===== config.mk =====
export PLATFORM = sky130hd
export DESIGN_NAME = discrete_state_space_step_top_flat
export DESIGN_NICKNAME = d
export VERILOG_FILES = /design/src/hdl/dss_pkg.sv /design/src/hdl/dss_if.sv /design/src/hdl/dss_front.sv /design/src/hdl/dss_queue.sv /design/src/hdl/dss_back.sv /design/src/hdl/discrete_state_space_step_top.sv /design/src/flat_wrapper.sv
export VERILOG_INCLUDE_DIRS = /design/src /design/src/hdl
export SDC_FILE = /design/constraint.sdc
export NUM_CORES = 2
export LEC_CHECK = 0
export ABC_CLOCK_PERIOD_IN_PS = 10200
export BUFFER_PORTS_ARGS = -buffer_cell sky130_fd_sc_hd__buf_2
export CAP_MARGIN = 5
export CELL_PAD_IN_SITES_DETAIL_PLACEMENT = 0
export CELL_PAD_IN_SITES_GLOBAL_PLACEMENT = 1
export CORE_MARGIN = 4
export CORE_UTILIZATION = 30
export CTS_CLUSTER_SIZE = 8
export DETAILED_ROUTE_END_ITERATION = 10
export PLACE_DENSITY_LB_ADDON = 0.1
export SLEW_MARGIN = 20
export SYNTH_ARGS = -nofsm -noshare
export SYNTH_HDL_FRONTEND = slang
export SYNTH_SLANG_ARGS = --single-unit

===== constraint.sdc =====
create_clock -name clk -period 10.2 [get_ports clk]
set_clock_uncertainty 0.05 [all_clocks]
set_input_delay 2.04 -clock clk [delete_from_list [all_inputs] [get_ports clk]]
set_output_delay 2.04 -clock clk [all_outputs]
set_load 0.005 [all_outputs]

===== src/hdl/assert_macros.svh =====
// ----------------------------------------------------------------------------
// Assertion macros
// Shared concurrent assertion forms, clocked on clk and quiet in reset.
// ----------------------------------------------------------------------------
`ifndef ASSERT_MACROS_SVH
`define ASSERT_MACROS_SVH

// Property that must hold at every clock edge outside reset.
`define ASSERT_ALWAYS(label, prop, msg) \
  label: assert property (@(posedge clk) disable iff (rst) (prop)) else $error(msg);

// Consequent must hold in the same cycle as the antecedent.
`define ASSERT_IMPLY(label, ante, cons, msg) \
  label: assert property (@(posedge clk) disable iff (rst) (ante) |-> (cons)) else $error(msg);

`endif


===== src/hdl/dss_pkg.sv =====
// ----------------------------------------------------------------------------
// dss_pkg
// Sizes, codes, types and rounding shared by the state-space step block.
// ----------------------------------------------------------------------------
`timescale 1ns / 1ps

package dss_pkg;

  localparam int STATES  = 4;
  localparam int INPUTS  = 2;
  localparam int OUTPUTS = 2;

  localparam int VAL_W    = 24;
  localparam int FRAC_W   = 20;
  localparam int CMD_W    = 2;
  localparam int CIDX_W   = 6;
  localparam int Y_IDX_W  = 3;

  localparam int OFS_AD   = 0;
  localparam int OFS_BD   = OFS_AD + STATES * STATES;
  localparam int OFS_C    = OFS_BD + STATES * INPUTS;
  localparam int OFS_D    = OFS_C + OUTPUTS * STATES;
  localparam int COEF_USED = OFS_D + OUTPUTS * INPUTS;
  localparam int COEF_AW  = $clog2(COEF_USED);

  localparam int TERMS    = STATES + INPUTS;
  localparam int TERM_W   = $clog2(TERMS);
  localparam int MAX_ROWS = (STATES > OUTPUTS) ? STATES : OUTPUTS;
  localparam int ROW_W    = (MAX_ROWS > 1) ? $clog2(MAX_ROWS) : 1;
  localparam int STATE_IW = (STATES > 1) ? $clog2(STATES) : 1;
  localparam int IN_IW    = (INPUTS > 1) ? $clog2(INPUTS) : 1;
  localparam int CNT_W    = $clog2(INPUTS + 1);

  localparam int PROD_W   = 2 * VAL_W;
  localparam int ACC_W    = PROD_W + TERM_W;
  localparam int QW       = ACC_W + 1 - FRAC_W;
  localparam int QMAX     = 8388607;
  localparam int QMIN     = -8388608;
  localparam logic signed [QW-1:0]    Q_HI = QW'(QMAX);
  localparam logic signed [QW-1:0]    Q_LO = QW'(QMIN);
  localparam logic signed [ACC_W:0]   ROUND_HALF = (ACC_W + 1)'(1 << (FRAC_W - 1));

  localparam int QUEUE_DEPTH = 2;
  localparam int QUEUE_AW    = (QUEUE_DEPTH > 1) ? $clog2(QUEUE_DEPTH) : 1;
  localparam int QCNT_W      = $clog2(QUEUE_DEPTH + 1);

  typedef enum logic [CMD_W-1:0] {
    CMD_COEF  = 2'd0,
    CMD_INPUT = 2'd1,
    CMD_CLEAR = 2'd2
  } cmd_t;

  typedef enum logic [1:0] {
    K_COEF  = 2'd0,
    K_INPUT = 2'd1,
    K_CLEAR = 2'd2
  } kind_t;

  typedef struct packed {
    kind_t                    kind;
    logic [COEF_AW-1:0]       idx;
    logic signed [VAL_W-1:0]  value;
    logic                     last;
  } entry_t;

  typedef struct packed {
    logic   valid;
    entry_t entry;
  } qslot_t;

  function automatic logic signed [VAL_W-1:0] round_sat(
    input logic signed [ACC_W-1:0] acc
  );
    logic signed [ACC_W:0] t;
    logic signed [QW-1:0]  q;
    t = {acc[ACC_W-1], acc} + ROUND_HALF;
    q = t[ACC_W:FRAC_W];
    if (q > Q_HI) begin
      return VAL_W'(QMAX);
    end else if (q < Q_LO) begin
      return VAL_W'(QMIN);
    end
    return q[VAL_W-1:0];
  endfunction

endpackage


===== src/hdl/dss_if.sv =====
// ----------------------------------------------------------------------------
// dss request and result channels
// Valid/ready channels carrying one request or one output element.
// ----------------------------------------------------------------------------
`timescale 1ns / 1ps

interface dss_in_if;
  logic                                valid;
  logic                                ready;
  logic [dss_pkg::CMD_W-1:0]           cmd;
  logic [dss_pkg::CIDX_W-1:0]          coef_index;
  logic signed [dss_pkg::VAL_W-1:0]    value;
  logic                                elem_last;

  modport source (output valid, cmd, coef_index, value, elem_last, input ready);
  modport sink   (input valid, cmd, coef_index, value, elem_last, output ready);
endinterface

interface dss_out_if;
  logic                                valid;
  logic                                ready;
  logic signed [dss_pkg::VAL_W-1:0]    y_value;
  logic [dss_pkg::Y_IDX_W-1:0]         y_index;
  logic                                y_last;

  modport source (output valid, y_value, y_index, y_last, input ready);
  modport sink   (input valid, y_value, y_index, y_last, output ready);
endinterface


===== src/hdl/dss_front.sv =====
// ----------------------------------------------------------------------------
// dss_front
// Accepts requests, decodes the command and forwards useful work to the queue.
// ----------------------------------------------------------------------------
`timescale 1ns / 1ps

module dss_front (
  dss_in_if.sink          req,
  input  logic            push_ready,
  output dss_pkg::qslot_t push
);
  import dss_pkg::*;

  logic  keep;
  kind_t kind;

  always_comb begin
    keep = 1'b0;
    kind = K_INPUT;
    case (req.cmd)
      CMD_COEF: begin
        kind = K_COEF;
        keep = (int'(req.coef_index) < COEF_USED);
      end
      CMD_INPUT: begin
        kind = K_INPUT;
        keep = 1'b1;
      end
      CMD_CLEAR: begin
        kind = K_CLEAR;
        keep = 1'b1;
      end
      default: begin
        keep = 1'b0;
      end
    endcase
  end

  assign req.ready        = push_ready;
  assign push.valid       = req.valid && push_ready && keep;
  assign push.entry.kind  = kind;
  assign push.entry.idx   = COEF_AW'(req.coef_index);
  assign push.entry.value = req.value;
  assign push.entry.last  = req.elem_last;

endmodule


===== src/hdl/dss_queue.sv =====
// ----------------------------------------------------------------------------
// dss_queue
// Short FIFO of decoded requests between the front and the compute engine.
// ----------------------------------------------------------------------------
`timescale 1ns / 1ps

`include "assert_macros.svh"

module dss_queue (
  input  logic            clk,
  input  logic            rst,
  input  dss_pkg::qslot_t push,
  output logic            push_ready,
  output dss_pkg::qslot_t head,
  input  logic            pop_ready
);
  import dss_pkg::*;

  entry_t              slots [QUEUE_DEPTH];
  logic [QUEUE_AW-1:0] wr_ptr;
  logic [QUEUE_AW-1:0] rd_ptr;
  logic [QCNT_W-1:0]   cnt;
  logic                do_push;
  logic                do_pop;

  assign push_ready = (cnt != QCNT_W'(QUEUE_DEPTH));
  assign do_push    = push.valid;
  assign do_pop     = head.valid && pop_ready;
  assign head.valid = (cnt != '0);
  assign head.entry = slots[rd_ptr];

  always_ff @(posedge clk) begin
    if (do_push) begin
      slots[wr_ptr] <= push.entry;
    end
  end

  always_ff @(posedge clk) begin
    if (rst) begin
      wr_ptr <= '0;
      rd_ptr <= '0;
      cnt    <= '0;
    end else begin
      if (do_push) begin
        wr_ptr <= (wr_ptr == QUEUE_AW'(QUEUE_DEPTH - 1)) ? '0 : wr_ptr + 1'b1;
      end
      if (do_pop) begin
        rd_ptr <= (rd_ptr == QUEUE_AW'(QUEUE_DEPTH - 1)) ? '0 : rd_ptr + 1'b1;
      end
      case ({do_push, do_pop})
        2'b10:   cnt <= cnt + 1'b1;
        2'b01:   cnt <= cnt - 1'b1;
        default: cnt <= cnt;
      endcase
    end
  end

  `ASSERT_IMPLY(a_q_no_overflow, push.valid, cnt != QCNT_W'(QUEUE_DEPTH), "push into full queue")
  `ASSERT_ALWAYS(a_q_ptr_gap, (cnt == '0 || cnt == QCNT_W'(QUEUE_DEPTH)) || (wr_ptr != rd_ptr), "queue pointers disagree with fill count")

endmodule


===== src/hdl/dss_back.sv =====
// ----------------------------------------------------------------------------
// dss_back
// Executes queued requests: coefficient store, state clear, state update and output MAC.
// ----------------------------------------------------------------------------
`timescale 1ns / 1ps

`include "assert_macros.svh"

module dss_back (
  input  logic            clk,
  input  logic            rst,
  input  dss_pkg::qslot_t head,
  output logic            pop_ready,
  dss_out_if.source       rsp
);
  import dss_pkg::*;

  typedef enum logic [4:0] {
    S_IDLE    = 5'b00001,
    S_ISSUE_A = 5'b00010,
    S_WAIT_A  = 5'b00100,
    S_ISSUE_B = 5'b01000,
    S_WAIT_B  = 5'b10000
  } seq_t;

  seq_t seq;
  logic [ROW_W-1:0]  row;
  logic [TERM_W-1:0] term;

  logic signed [VAL_W-1:0] coef_mem [COEF_USED];
  logic [COEF_USED-1:0]    coef_vld;
  logic signed [VAL_W-1:0] state_vec [STATES];
  logic signed [VAL_W-1:0] nx [STATES];
  logic signed [VAL_W-1:0] in_buf [INPUTS];
  logic [CNT_W-1:0]        cnt;

  logic                    s1_valid, s1_first, s1_last, s1_phase_b, s1_cvld;
  logic [ROW_W-1:0]        s1_row;
  logic signed [VAL_W-1:0] s1_coef, s1_opnd;

  logic                     s2_valid, s2_first, s2_last, s2_phase_b;
  logic [ROW_W-1:0]         s2_row;
  logic signed [PROD_W-1:0] prod;

  logic signed [ACC_W-1:0] acc;
  logic                    done, done_phase_b;
  logic [ROW_W-1:0]        done_row;
  logic signed [VAL_W-1:0] result;

  logic                    out_valid;
  logic signed [VAL_W-1:0] y_value;
  logic [Y_IDX_W-1:0]      y_index;
  logic                    y_last;

  logic                    stall, issuing, phase_b, pop, commit, final_out;
  logic                    state_term;
  logic [COEF_AW-1:0]      iss_addr;
  logic signed [VAL_W-1:0] iss_opnd;
  logic [ROW_W-1:0]        row_max;

  assign stall     = done && done_phase_b && out_valid && !rsp.ready;
  assign phase_b   = (seq == S_ISSUE_B);
  assign issuing   = ((seq == S_ISSUE_A) || (seq == S_ISSUE_B)) && !stall;
  assign pop_ready = (seq == S_IDLE);
  assign pop       = head.valid && pop_ready;
  assign result    = round_sat(acc);
  assign commit    = done && !done_phase_b && (done_row == ROW_W'(STATES - 1));
  assign final_out = done && done_phase_b && (done_row == ROW_W'(OUTPUTS - 1)) && !stall;
  assign row_max   = phase_b ? ROW_W'(OUTPUTS - 1) : ROW_W'(STATES - 1);

  always_comb begin
    state_term = (term < TERM_W'(STATES));
    if (state_term) begin
      iss_opnd = state_vec[STATE_IW'(term)];
      iss_addr = (phase_b ? COEF_AW'(OFS_C) : COEF_AW'(OFS_AD))
               + COEF_AW'(row) * COEF_AW'(STATES) + COEF_AW'(term);
    end else begin
      iss_opnd = in_buf[IN_IW'(term - TERM_W'(STATES))];
      iss_addr = (phase_b ? COEF_AW'(OFS_D) : COEF_AW'(OFS_BD))
               + COEF_AW'(row) * COEF_AW'(INPUTS) + COEF_AW'(term)
               - COEF_AW'(STATES);
    end
  end

  // coefficient store with registered read
  always_ff @(posedge clk) begin
    if (pop && head.entry.kind == K_COEF) begin
      coef_mem[head.entry.idx] <= head.entry.value;
    end
    if (!stall) begin
      s1_coef <= coef_mem[iss_addr];
    end
  end

  always_ff @(posedge clk) begin
    if (rst) begin
      coef_vld <= '0;
    end else if (pop && head.entry.kind == K_COEF) begin
      coef_vld[head.entry.idx] <= 1'b1;
    end
  end

  // sequencer
  always_ff @(posedge clk) begin
    if (rst) begin
      seq  <= S_IDLE;
      row  <= '0;
      term <= '0;
    end else begin
      case (seq)
        S_IDLE: begin
          if (pop && head.entry.kind == K_INPUT && head.entry.last) begin
            seq  <= S_ISSUE_A;
            row  <= '0;
            term <= '0;
          end
        end
        S_ISSUE_A, S_ISSUE_B: begin
          if (!stall) begin
            if (term == TERM_W'(TERMS - 1)) begin
              term <= '0;
              if (row == row_max) begin
                seq <= (seq == S_ISSUE_A) ? S_WAIT_A : S_WAIT_B;
              end else begin
                row <= row + 1'b1;
              end
            end else begin
              term <= term + 1'b1;
            end
          end
        end
        S_WAIT_A: begin
          if (commit) begin
            seq  <= S_ISSUE_B;
            row  <= '0;
            term <= '0;
          end
        end
        S_WAIT_B: begin
          if (final_out) begin
            seq <= S_IDLE;
          end
        end
        default: begin
          seq <= S_IDLE;
        end
      endcase
    end
  end

  // state vector, next state and input buffer
  always_ff @(posedge clk) begin
    if (rst) begin
      for (int i = 0; i < STATES; i++) begin
        state_vec[i] <= '0;
      end
    end else if (pop && head.entry.kind == K_CLEAR) begin
      for (int i = 0; i < STATES; i++) begin
        state_vec[i] <= '0;
      end
    end else if (commit) begin
      for (int i = 0; i < STATES; i++) begin
        state_vec[i] <= (i == STATES - 1) ? result : nx[i];
      end
    end
  end

  always_ff @(posedge clk) begin
    if (done && !done_phase_b) begin
      nx[STATE_IW'(done_row)] <= result;
    end
    if (pop && head.entry.kind == K_INPUT && cnt < CNT_W'(INPUTS)) begin
      in_buf[IN_IW'(cnt)] <= head.entry.value;
    end
  end

  always_ff @(posedge clk) begin
    if (rst) begin
      cnt <= '0;
    end else if (pop && head.entry.kind == K_INPUT) begin
      if (head.entry.last) begin
        cnt <= '0;
      end else if (cnt < CNT_W'(INPUTS)) begin
        cnt <= cnt + 1'b1;
      end
    end
  end

  // MAC pipeline
  always_ff @(posedge clk) begin
    if (!stall) begin
      s1_opnd    <= iss_opnd;
      s1_cvld    <= coef_vld[iss_addr];
      s1_first   <= (term == '0);
      s1_last    <= (term == TERM_W'(TERMS - 1));
      s1_phase_b <= phase_b;
      s1_row     <= row;
      prod       <= $signed(s1_cvld ? s1_coef : '0) * s1_opnd;
      s2_first   <= s1_first;
      s2_last    <= s1_last;
      s2_phase_b <= s1_phase_b;
      s2_row     <= s1_row;
      if (s2_valid) begin
        acc <= s2_first ? ACC_W'(prod) : acc + ACC_W'(prod);
      end
      done_phase_b <= s2_phase_b;
      done_row     <= s2_row;
    end
  end

  always_ff @(posedge clk) begin
    if (rst) begin
      s1_valid <= 1'b0;
      s2_valid <= 1'b0;
      done     <= 1'b0;
    end else if (!stall) begin
      s1_valid <= issuing;
      s2_valid <= s1_valid;
      done     <= s2_valid && s2_last;
    end
  end

  // output register
  always_ff @(posedge clk) begin
    if (rst) begin
      out_valid <= 1'b0;
    end else if (done && done_phase_b && !stall) begin
      out_valid <= 1'b1;
    end else if (rsp.ready) begin
      out_valid <= 1'b0;
    end
  end

  always_ff @(posedge clk) begin
    if (done && done_phase_b && !stall) begin
      y_value <= result;
      y_index <= Y_IDX_W'(done_row);
      y_last  <= (done_row == ROW_W'(OUTPUTS - 1));
    end
  end

  assign rsp.valid   = out_valid;
  assign rsp.y_value = y_value;
  assign rsp.y_index = y_index;
  assign rsp.y_last  = y_last;

  `ASSERT_IMPLY(a_commit_in_wait, commit, seq == S_WAIT_A, "state commit outside update drain")
  `ASSERT_IMPLY(a_idle_drained, seq == S_IDLE, !s1_valid && !s2_valid, "pipeline busy while idle")
  `ASSERT_ALWAYS(a_cnt_range, cnt <= CNT_W'(INPUTS), "input count beyond vector length")
  `ASSERT_IMPLY(a_stall_phase_b, stall, seq == S_ISSUE_B || seq == S_WAIT_B, "output stall outside output phase")

endmodule


===== src/hdl/discrete_state_space_step_top.sv =====
// ----------------------------------------------------------------------------
// discrete_state_space_step_top
// Coefficient, input and clear requests pass through a short queue. A last
// input element starts the update MAC pass over STATES rows of STATES+INPUTS
// terms, a drain, then the output MAC pass over OUTPUTS rows and another drain;
// no new request is popped until the last output element is registered.
// Synchronous reset invalidates coefficients, zeroes state and counts and empties the queue.
// ----------------------------------------------------------------------------
`timescale 1ns / 1ps

module discrete_state_space_step_top (
  input  logic      clk,
  input  logic      rst,
  dss_in_if.sink    req,
  dss_out_if.source rsp
);
  import dss_pkg::*;

  qslot_t push;
  qslot_t head;
  logic   push_ready;
  logic   pop_ready;

  dss_front u_front (
    .req        (req),
    .push_ready (push_ready),
    .push       (push)
  );

  dss_queue u_queue (
    .clk        (clk),
    .rst        (rst),
    .push       (push),
    .push_ready (push_ready),
    .head       (head),
    .pop_ready  (pop_ready)
  );

  dss_back u_back (
    .clk       (clk),
    .rst       (rst),
    .head      (head),
    .pop_ready (pop_ready),
    .rsp       (rsp)
  );

endmodule

===== src/flat_wrapper.sv =====
// flat-port wrapper written by rule: the top's interface ports become plain ports
module discrete_state_space_step_top_flat import dss_pkg::*;
  (clk, rst, req_valid, req_cmd, req_coef_index, req_value, req_elem_last, req_ready, rsp_valid, rsp_y_value, rsp_y_index, rsp_y_last, rsp_ready);
  dss_in_if req_i ();
  dss_out_if rsp_i ();
  input  logic clk;
  input  logic rst;
  input wire logic [$bits(req_i.valid)-1:0] req_valid;
  input wire logic [$bits(req_i.cmd)-1:0] req_cmd;
  input wire logic [$bits(req_i.coef_index)-1:0] req_coef_index;
  input wire logic [$bits(req_i.value)-1:0] req_value;
  input wire logic [$bits(req_i.elem_last)-1:0] req_elem_last;
  output wire logic [$bits(req_i.ready)-1:0] req_ready;
  output wire logic [$bits(rsp_i.valid)-1:0] rsp_valid;
  output wire logic [$bits(rsp_i.y_value)-1:0] rsp_y_value;
  output wire logic [$bits(rsp_i.y_index)-1:0] rsp_y_index;
  output wire logic [$bits(rsp_i.y_last)-1:0] rsp_y_last;
  input wire logic [$bits(rsp_i.ready)-1:0] rsp_ready;
  assign req_i.valid = req_valid;
  assign req_i.cmd = req_cmd;
  assign req_i.coef_index = req_coef_index;
  assign req_i.value = req_value;
  assign req_i.elem_last = req_elem_last;
  assign req_ready = req_i.ready;
  assign rsp_valid = rsp_i.valid;
  assign rsp_y_value = rsp_i.y_value;
  assign rsp_y_index = rsp_i.y_index;
  assign rsp_y_last = rsp_i.y_last;
  assign rsp_i.ready = rsp_ready;
  discrete_state_space_step_top u_core (.clk(clk), .rst(rst), .req(req_i), .rsp(rsp_i));
endmodule

### After elaboration in Yosys (flattened, before gate mapping)

Memory sizes are Yosys's and may differ from the RTL's. A register that Yosys moved wholly into a read port is not among the register bits.
Index checks and enable logic that the tools add are counted.
Widths: inputs -> output; s select.

| storage, ports and cells | value |
|---|---|
| bits of input ports | 37 |
| RAM bits | 1170 |
| memories | 5 |
| flip-flop bits (word level) | 220 |
| logic and storage cells | 203 |

Memory list:

| name | words | bits a word | read ports | clocked after memory_dff | write ports | line | source |
|---|---|---|---|---|---|---|---|
| u_core.u_back.coef_mem | 36 | 24 | 1 | 1 | 1 | dss_back.sv:30 | `logic signed [VAL_W-1:0] coef_mem [COEF_USED];` |
| u_core.u_back.nx | 4 | 24 | 3 | 0 | 1 | dss_back.sv:33 | `logic signed [VAL_W-1:0] nx [STATES];` |
| u_core.u_back.state_vec | 4 | 24 | 1 | 1 | 4 | dss_back.sv:32 | `logic signed [VAL_W-1:0] state_vec [STATES];` |
| u_core.u_queue.slots | 2 | 33 | 1 | 1 | 1 | dss_queue.sv:19 | `entry_t slots [QUEUE_DEPTH];` |
| u_core.u_back.in_buf | 2 | 24 | 1 | 0 | 1 | dss_back.sv:34 | `logic signed [VAL_W-1:0] in_buf [INPUTS];` |

| cells by class | value |
|---|---|
| bitwise gates (word level) | 10 |
| add/subtract/negate cells | 15 |
| mux-type cells | 73 |
| multipliers | 1 |
| reductions and logical operators | 39 |
| magnitude comparators | 8 |
| equal/unequal tests | 23 |

Operators by type and width:

| cell | count |
|---|---|
| $mux 24 | 13 |
| $add 51x21->52 const B | 1 |
| $add 51x48->51 | 1 |
| $mux 51 | 1 |
| $mul 24x24->48 | 1 |
| $mux 5 | 8 |
| $or 36x36->36 | 1 |
| $gt 32x24->1 const B | 1 |
| $lt 32x24->1 const B | 1 |
| $mux 1 | 27 |
| $mux 2 | 10 |
| $pmux 5 s4 | 1 |
| $logic_and 1x1->1 | 19 |
| $add 6x3->6 | 3 |
| $ne 2x2->1 const B | 8 |
| $lt 6x7->1 const B | 2 |
| $mux 3 | 4 |
| $mux 6 | 2 |
| $reduce_and 6->1 | 2 |
| $pmux 3 s3 | 1 |
| $eq 2x1->1 const B | 4 |
| $eq 2x2->1 const B | 4 |
| $or 1x1->1 | 8 |
| $pmux 2 s2 | 2 |
| other kinds (32) | 44 |

### Longest topological paths before layout

| logic depth | value |
|---|---|
| depth after elaboration | 8 |
| depth in mapped cells | 28 |

### Modules after synthesis

From an unflattened synthesis, not the netlist that was laid out.

| unflattened totals | value |
|---|---|
| cell total of the unflattened synthesis | 5674 |
| area, all modules | 77687.0 sq um |

Modules (own cells, without submodules):

| module | instances | cells an instance | seq. area each (sq um) | area an instance (sq um) |
|---|---|---|---|---|
| dss_back | 1 | 5505 | 38917.3 | 74750.4 |
| dss_queue | 1 | 126 | 2082.0 | 2593.7 |
| dss_front | 1 | 43 | 0.0 | 342.8 |

### Worst setup path after synthesis

No wires, ideal clock.

| timing path | value |
|---|---|
| kind | register to register |
| start point | register u_core.u_back.s1_cvld |
| end point | register u_core.u_back.prod[44] (data pin) |
| slack | 2.760 ns |
| arrival | 7.210 ns |
| path buffers | 3 |
| required time | 9.970 ns |
| cell stages (with the launch flop) | 25 |
| library setup time | 0.180 ns |
| period minus slack after synthesis | 7.440 ns |
| cells stage by stage | edfxtp_1 > clkbuf_1 > clkbuf_1 > clkbuf_1 > and3_1 > fa_1 > fa_1 > inv_1 > fa_1 > inv_1 > fa_1 > fa_1 > fa_1 > inv_1 > fa_1 > inv_1 > ha_1 > and3_1 > a221o_1 > o21bai_1 > a21oi_1 > o211ai_1 > a2111oi_2 > nor2_1 > o311ai_1 |

| between the ends | value |
|---|---|
| word-level cells in the longest chain between the ends | 2 |

RTL lines:

| what | line | source |
|---|---|---|
| from (decl) | dss_back.sv:37 | `logic s1_valid, s1_first, s1_last, s1_phase_b, s1_cvld;` |
| from (signal assigned) | dss_back.sv:193 | `s1_cvld <= coef_vld[iss_addr];` |
| $mux 24 | dss_back.sv:198 | `prod <= $signed(s1_cvld ? s1_coef : '0) * s1_opnd;` |
| $mul 24x24->48 | dss_back.sv:198 |  |
| to (signal assigned) | dss_back.sv:198 |  |
| to (decl) | dss_back.sv:43 | `logic signed [PROD_W-1:0] prod;` |

No other way between the ends.
A chain may end at the register's enable or synchronous reset.

### Worst setup path after layout

Ends and elaborated chain as after synthesis.

==> impl_metrics.json <==
{
  "gp_congestion": 0.817,
  "worstPathMaxFanout": 90,
  "die-area_um2": 268000,
  "synth-async-reset-ratio_pct": 0,
  "clk_latency_ns": 0.82,
  "post_cts_resize_count": 0,
  "hold_viol_final": 0,
  "drt_iter0_drc": 3183,
  "place_area_um2": 82900,
  "cp-start-kind": "flip-flop",
  "p_int_mw": 10.4,
  "cts_buffers": 194,
  "grt_overflow": 0,
  "area_delta_synth_final_pct": 13.7,
  "ios": 67,
  "syn_area_um2": 77800,
  "cp-end-kind": "flip-flop",
  "final_area_um2": 88500,
  "tightest_slew_ns": 1.14,
  "grt_usage_pct": 18.1,
  "required_ns": 10.77,
  "status": "complete, no violations",
  "root_buffer": "clkbuf_16",
  "timing.fmax_mhz": 111,
  "fin_tns_setup_ns": 0,
  "synth_top_area_cell": "edfxtp_1",
  "final-setup-viol-count": 0,
  "postCtsHoldBufs": 0,
  "reg2reg_slack_ns": 1.17,
  "place_hpwl_um": 166000,
  "synth_edf_count": 1310,
  "die_y_um": 517,
  "ant_nets": 0,
  "p_switching_mw": 3.42,
  "row_count": 186,
  "p_leak_nw": 34.1,
  "crit_path_frequent_cell": "fa_1",
  "path_cells": "buf_12 -> and2_1 -> nand2_1 -> inv_1 -> fa_1 -> fa_1 -> inv_1 -> fa_1 -> inv_1 -> fa_1 -> fa_1 -> fa_1 -> inv_1 -> fa_1 -> inv_1 -> ha_1 -> and3_1 -> a221o_1 -> o21bai_1 -> a21oi_1 -> o211ai_1 -> a2111oi_2 -> nor2_1 -> o311ai_1",
  "ys_top_cells_by_area": "edfxtp_1 51%, fa_1 16%, mux4_2 7.2%",
  "ys_seq_elements": 1393,
  "seqPwrFrac_pct": 48.4,
  "cts_setup_buffers": 0,
  "port_buffers": 65,
  "ir_worst_vdd_uv": 150,
  "seq_area_frac_synth_pct": 52.7,
  "power_frac_comb_pct": 8.3,
  "clock_path_buffers": 3,
  "viasPerCell": 4.90,
  "switching_share_pct": 24.7,
  "grt_max_degree": 91,
  "clock_power_share_pct": 43.3,
  "p_per_area_nw_per_um2": 156,
  "h-tree-depth": 4,
  "die_x_um": 517,
  "wl_per_cell_um": 26.0,
  "synthCells": 5706,
  "rsz0062_at_grt": "false",
  "slowest_stage": "edfxtp_1",
  "grt_antenna_before_repair": 13,
  "grt_pass1_vias": 48551,
  "cts_tree": "built",
  "period_minus_slack_ns": 9.03,
  "core_area_um2": 257000,
  "drv_slew": 0,
  "start_util_pct": 30.2,
  "max_stage_delay_ns": 1.01,
  "drive_gt1_share_pct": 13.8,
  "grt_first_pass_wirelength_um": 351000,
  "arrival_ns": 9.60,
  "syn-num-nets": 6548,
  "post-route-period-util_pct": 88.5,
  "clkSlewWorstSetupHoldPaths_ns": 0.05,
  "setup.worst_path.class": "flip-flop to flip-flop",
  "post-route-drc-count": 0,
  "syn_area_per_cell_um2": 13.6,
  "clkSinkCount": 1393,
  "maxCapViolations": 0,
  "yosysWarningCount": 0,
  "hold_path_class": "flip-flop to flip-flop",
  "vias": 45612,
  "fin_nets": 6646,
  "yosysUniqueCellTypes": 102,
  "relSlewSlack_pct": 23.8,
  "wl_um": 242000,
  "drtPass1Iterations": 7,
  "synth.top_cell.area_share_pct": 50.6,
  "synthFlopType": "edfxtp_1"
}
[power by group through the flow]
stage / logic, mW / clock network [mW] / registers (mW)
3_3_place_gp: 1.16 / 0 / 6.82
6_report: 1.15 / 5.99 / 6.70
2_1_floorplan: 0.644 / 0 / 6.75
4_1_cts: 1.19 / 6.19 / 6.70
5_1_grt: 1.26 / 6.45 / 6.70
3_5_place_dp: 1.18 / 0 / 6.81
[kinds of logic after synthesis]
logic type,count (synthesis),share of synthesized area (%)
AOI/OAI and AO/OA,580,4.91
buffers and inverters,949,4.67
DFF,1393,52.7
adders and majority gates,805,18.8
muxes,307,8.00
and+or+nand+nor,1548,9.52
other,1,0.00482
xor gates and xnor gates,123,1.38
[worst paths after layout]
check | start | to | cells past startpoint
worst max-delay path | u_core.u_back.s1_cvld | u_core.u_back.prod[44] | 24
worst min-delay path | u_core.u_back.s1_last | u_core.u_back.s2_last | 0
worst max register to register | u_core.u_back.s1_cvld | u_core.u_back.prod[44] | 24
worst min register to register | u_core.u_back.s1_last | u_core.u_back.s2_last | 0
[area by class of cell]
cell class | instances | area, um^2
tap | 3384 | 4230
inverter | 652 | 2450
clock inverter | 19 | 402
timing repair buffer | 199 | 1680
antenna | 9 | 22.5
clock buffer | 283 | 5190
multi-input combinational | 3364 | 33500
fill | 25312 | 169000
sequential | 1393 | 41000
[flip-flops by register name, indices dropped and copies added, names as in the netlist, 3 cells and up, named ones only]
name and count:
u_core.u_back.prod 48, u_core.u_back.in_buf 48, u_core.u_queue.slots 66, u_core.u_back.nx 72
u_core.u_back.seq 5, u_core.u_back.state_vec 96, u_core.u_back.s1_coef 24, u_core.u_back.coef_vld 36
u_core.u_back.coef_mem 864, u_core.u_back.s1_opnd 24, u_core.u_back.rsp.y_value 24, u_core.u_back.acc 51
u_core.u_back.term 3
[layout by cell type, fill, tap and decap left out, drive strengths merged, types with 24 or more instances in the layout]
| cell type | count |
|---|---|
| buf | 199 |
| nor2 | 218 |
| mux4 | 249 |
| mux2i | 31 |
| clkbuf | 283 |
| and2 | 86 |
| a21oi | 166 |
| a21o | 50 |
| nand2 | 693 |
| mux2 | 27 |
| nand2b | 24 |
| edfxtp | 1310 |
| inv | 654 |
| xor2 | 40 |
| nor3 | 31 |
| and3 | 314 |
| a31oi | 34 |
| nand3 | 90 |
| fa | 609 |
| dfxtp | 83 |
| xnor2 | 83 |
| a311oi | 25 |
| ha | 196 |
| o21ai | 159 |
[metrics by stage]
stage | instances | util, % | power (mW) | setup WS [ns] | hold slack [ns]
3_3_place_gp | 8976 | 32.1 | 7.98 | 1.27 | 0.352
5_1_grt | 9296 | 34.4 | 14.4 | 0.627 | 0.374
3_5_place_dp | 8991 | 32.2 | 8.00 | 1.14 | 0.355
4_1_cts | 9293 | 34.4 | 14.1 | 1.11 | 0.369
6_report | 9303 | 34.4 | 13.8 | 1.17 | 0.367
2_1_floorplan | 5706 | - | 7.39 | 2.76 | 0.350
[synthesized netlist by cell type, drive strengths merged (86+ instances only)]
| cell | instances |
|---|---|
| edfxtp | 1310 |
| mux4 | 249 |
| nand3 | 90 |
| o21ai | 159 |
| nor2 | 218 |
| a21oi | 166 |
| clkbuf | 229 |
| inv | 651 |
| and3 | 314 |
| and2 | 86 |
| fa | 609 |
| nand2 | 693 |
| ha | 196 |
[worst max-delay path, delay by kind of cell (launching register included)]
kind	cells	cell delay, ns
buf+inv	6	0.94
compound gates	6	1.65
fa+ha+maj	8	4.07
simple gates	4	1.07
flops	1	1.01
[layer usage]
metal  part of all wire [%]  track usage, %
met2                     50            31.4
met4                    1.7            3.42
met3                    3.3            2.33
met1                     45            24.5
met5                 0.0054               0
Power figures use the tool's default switching activity.
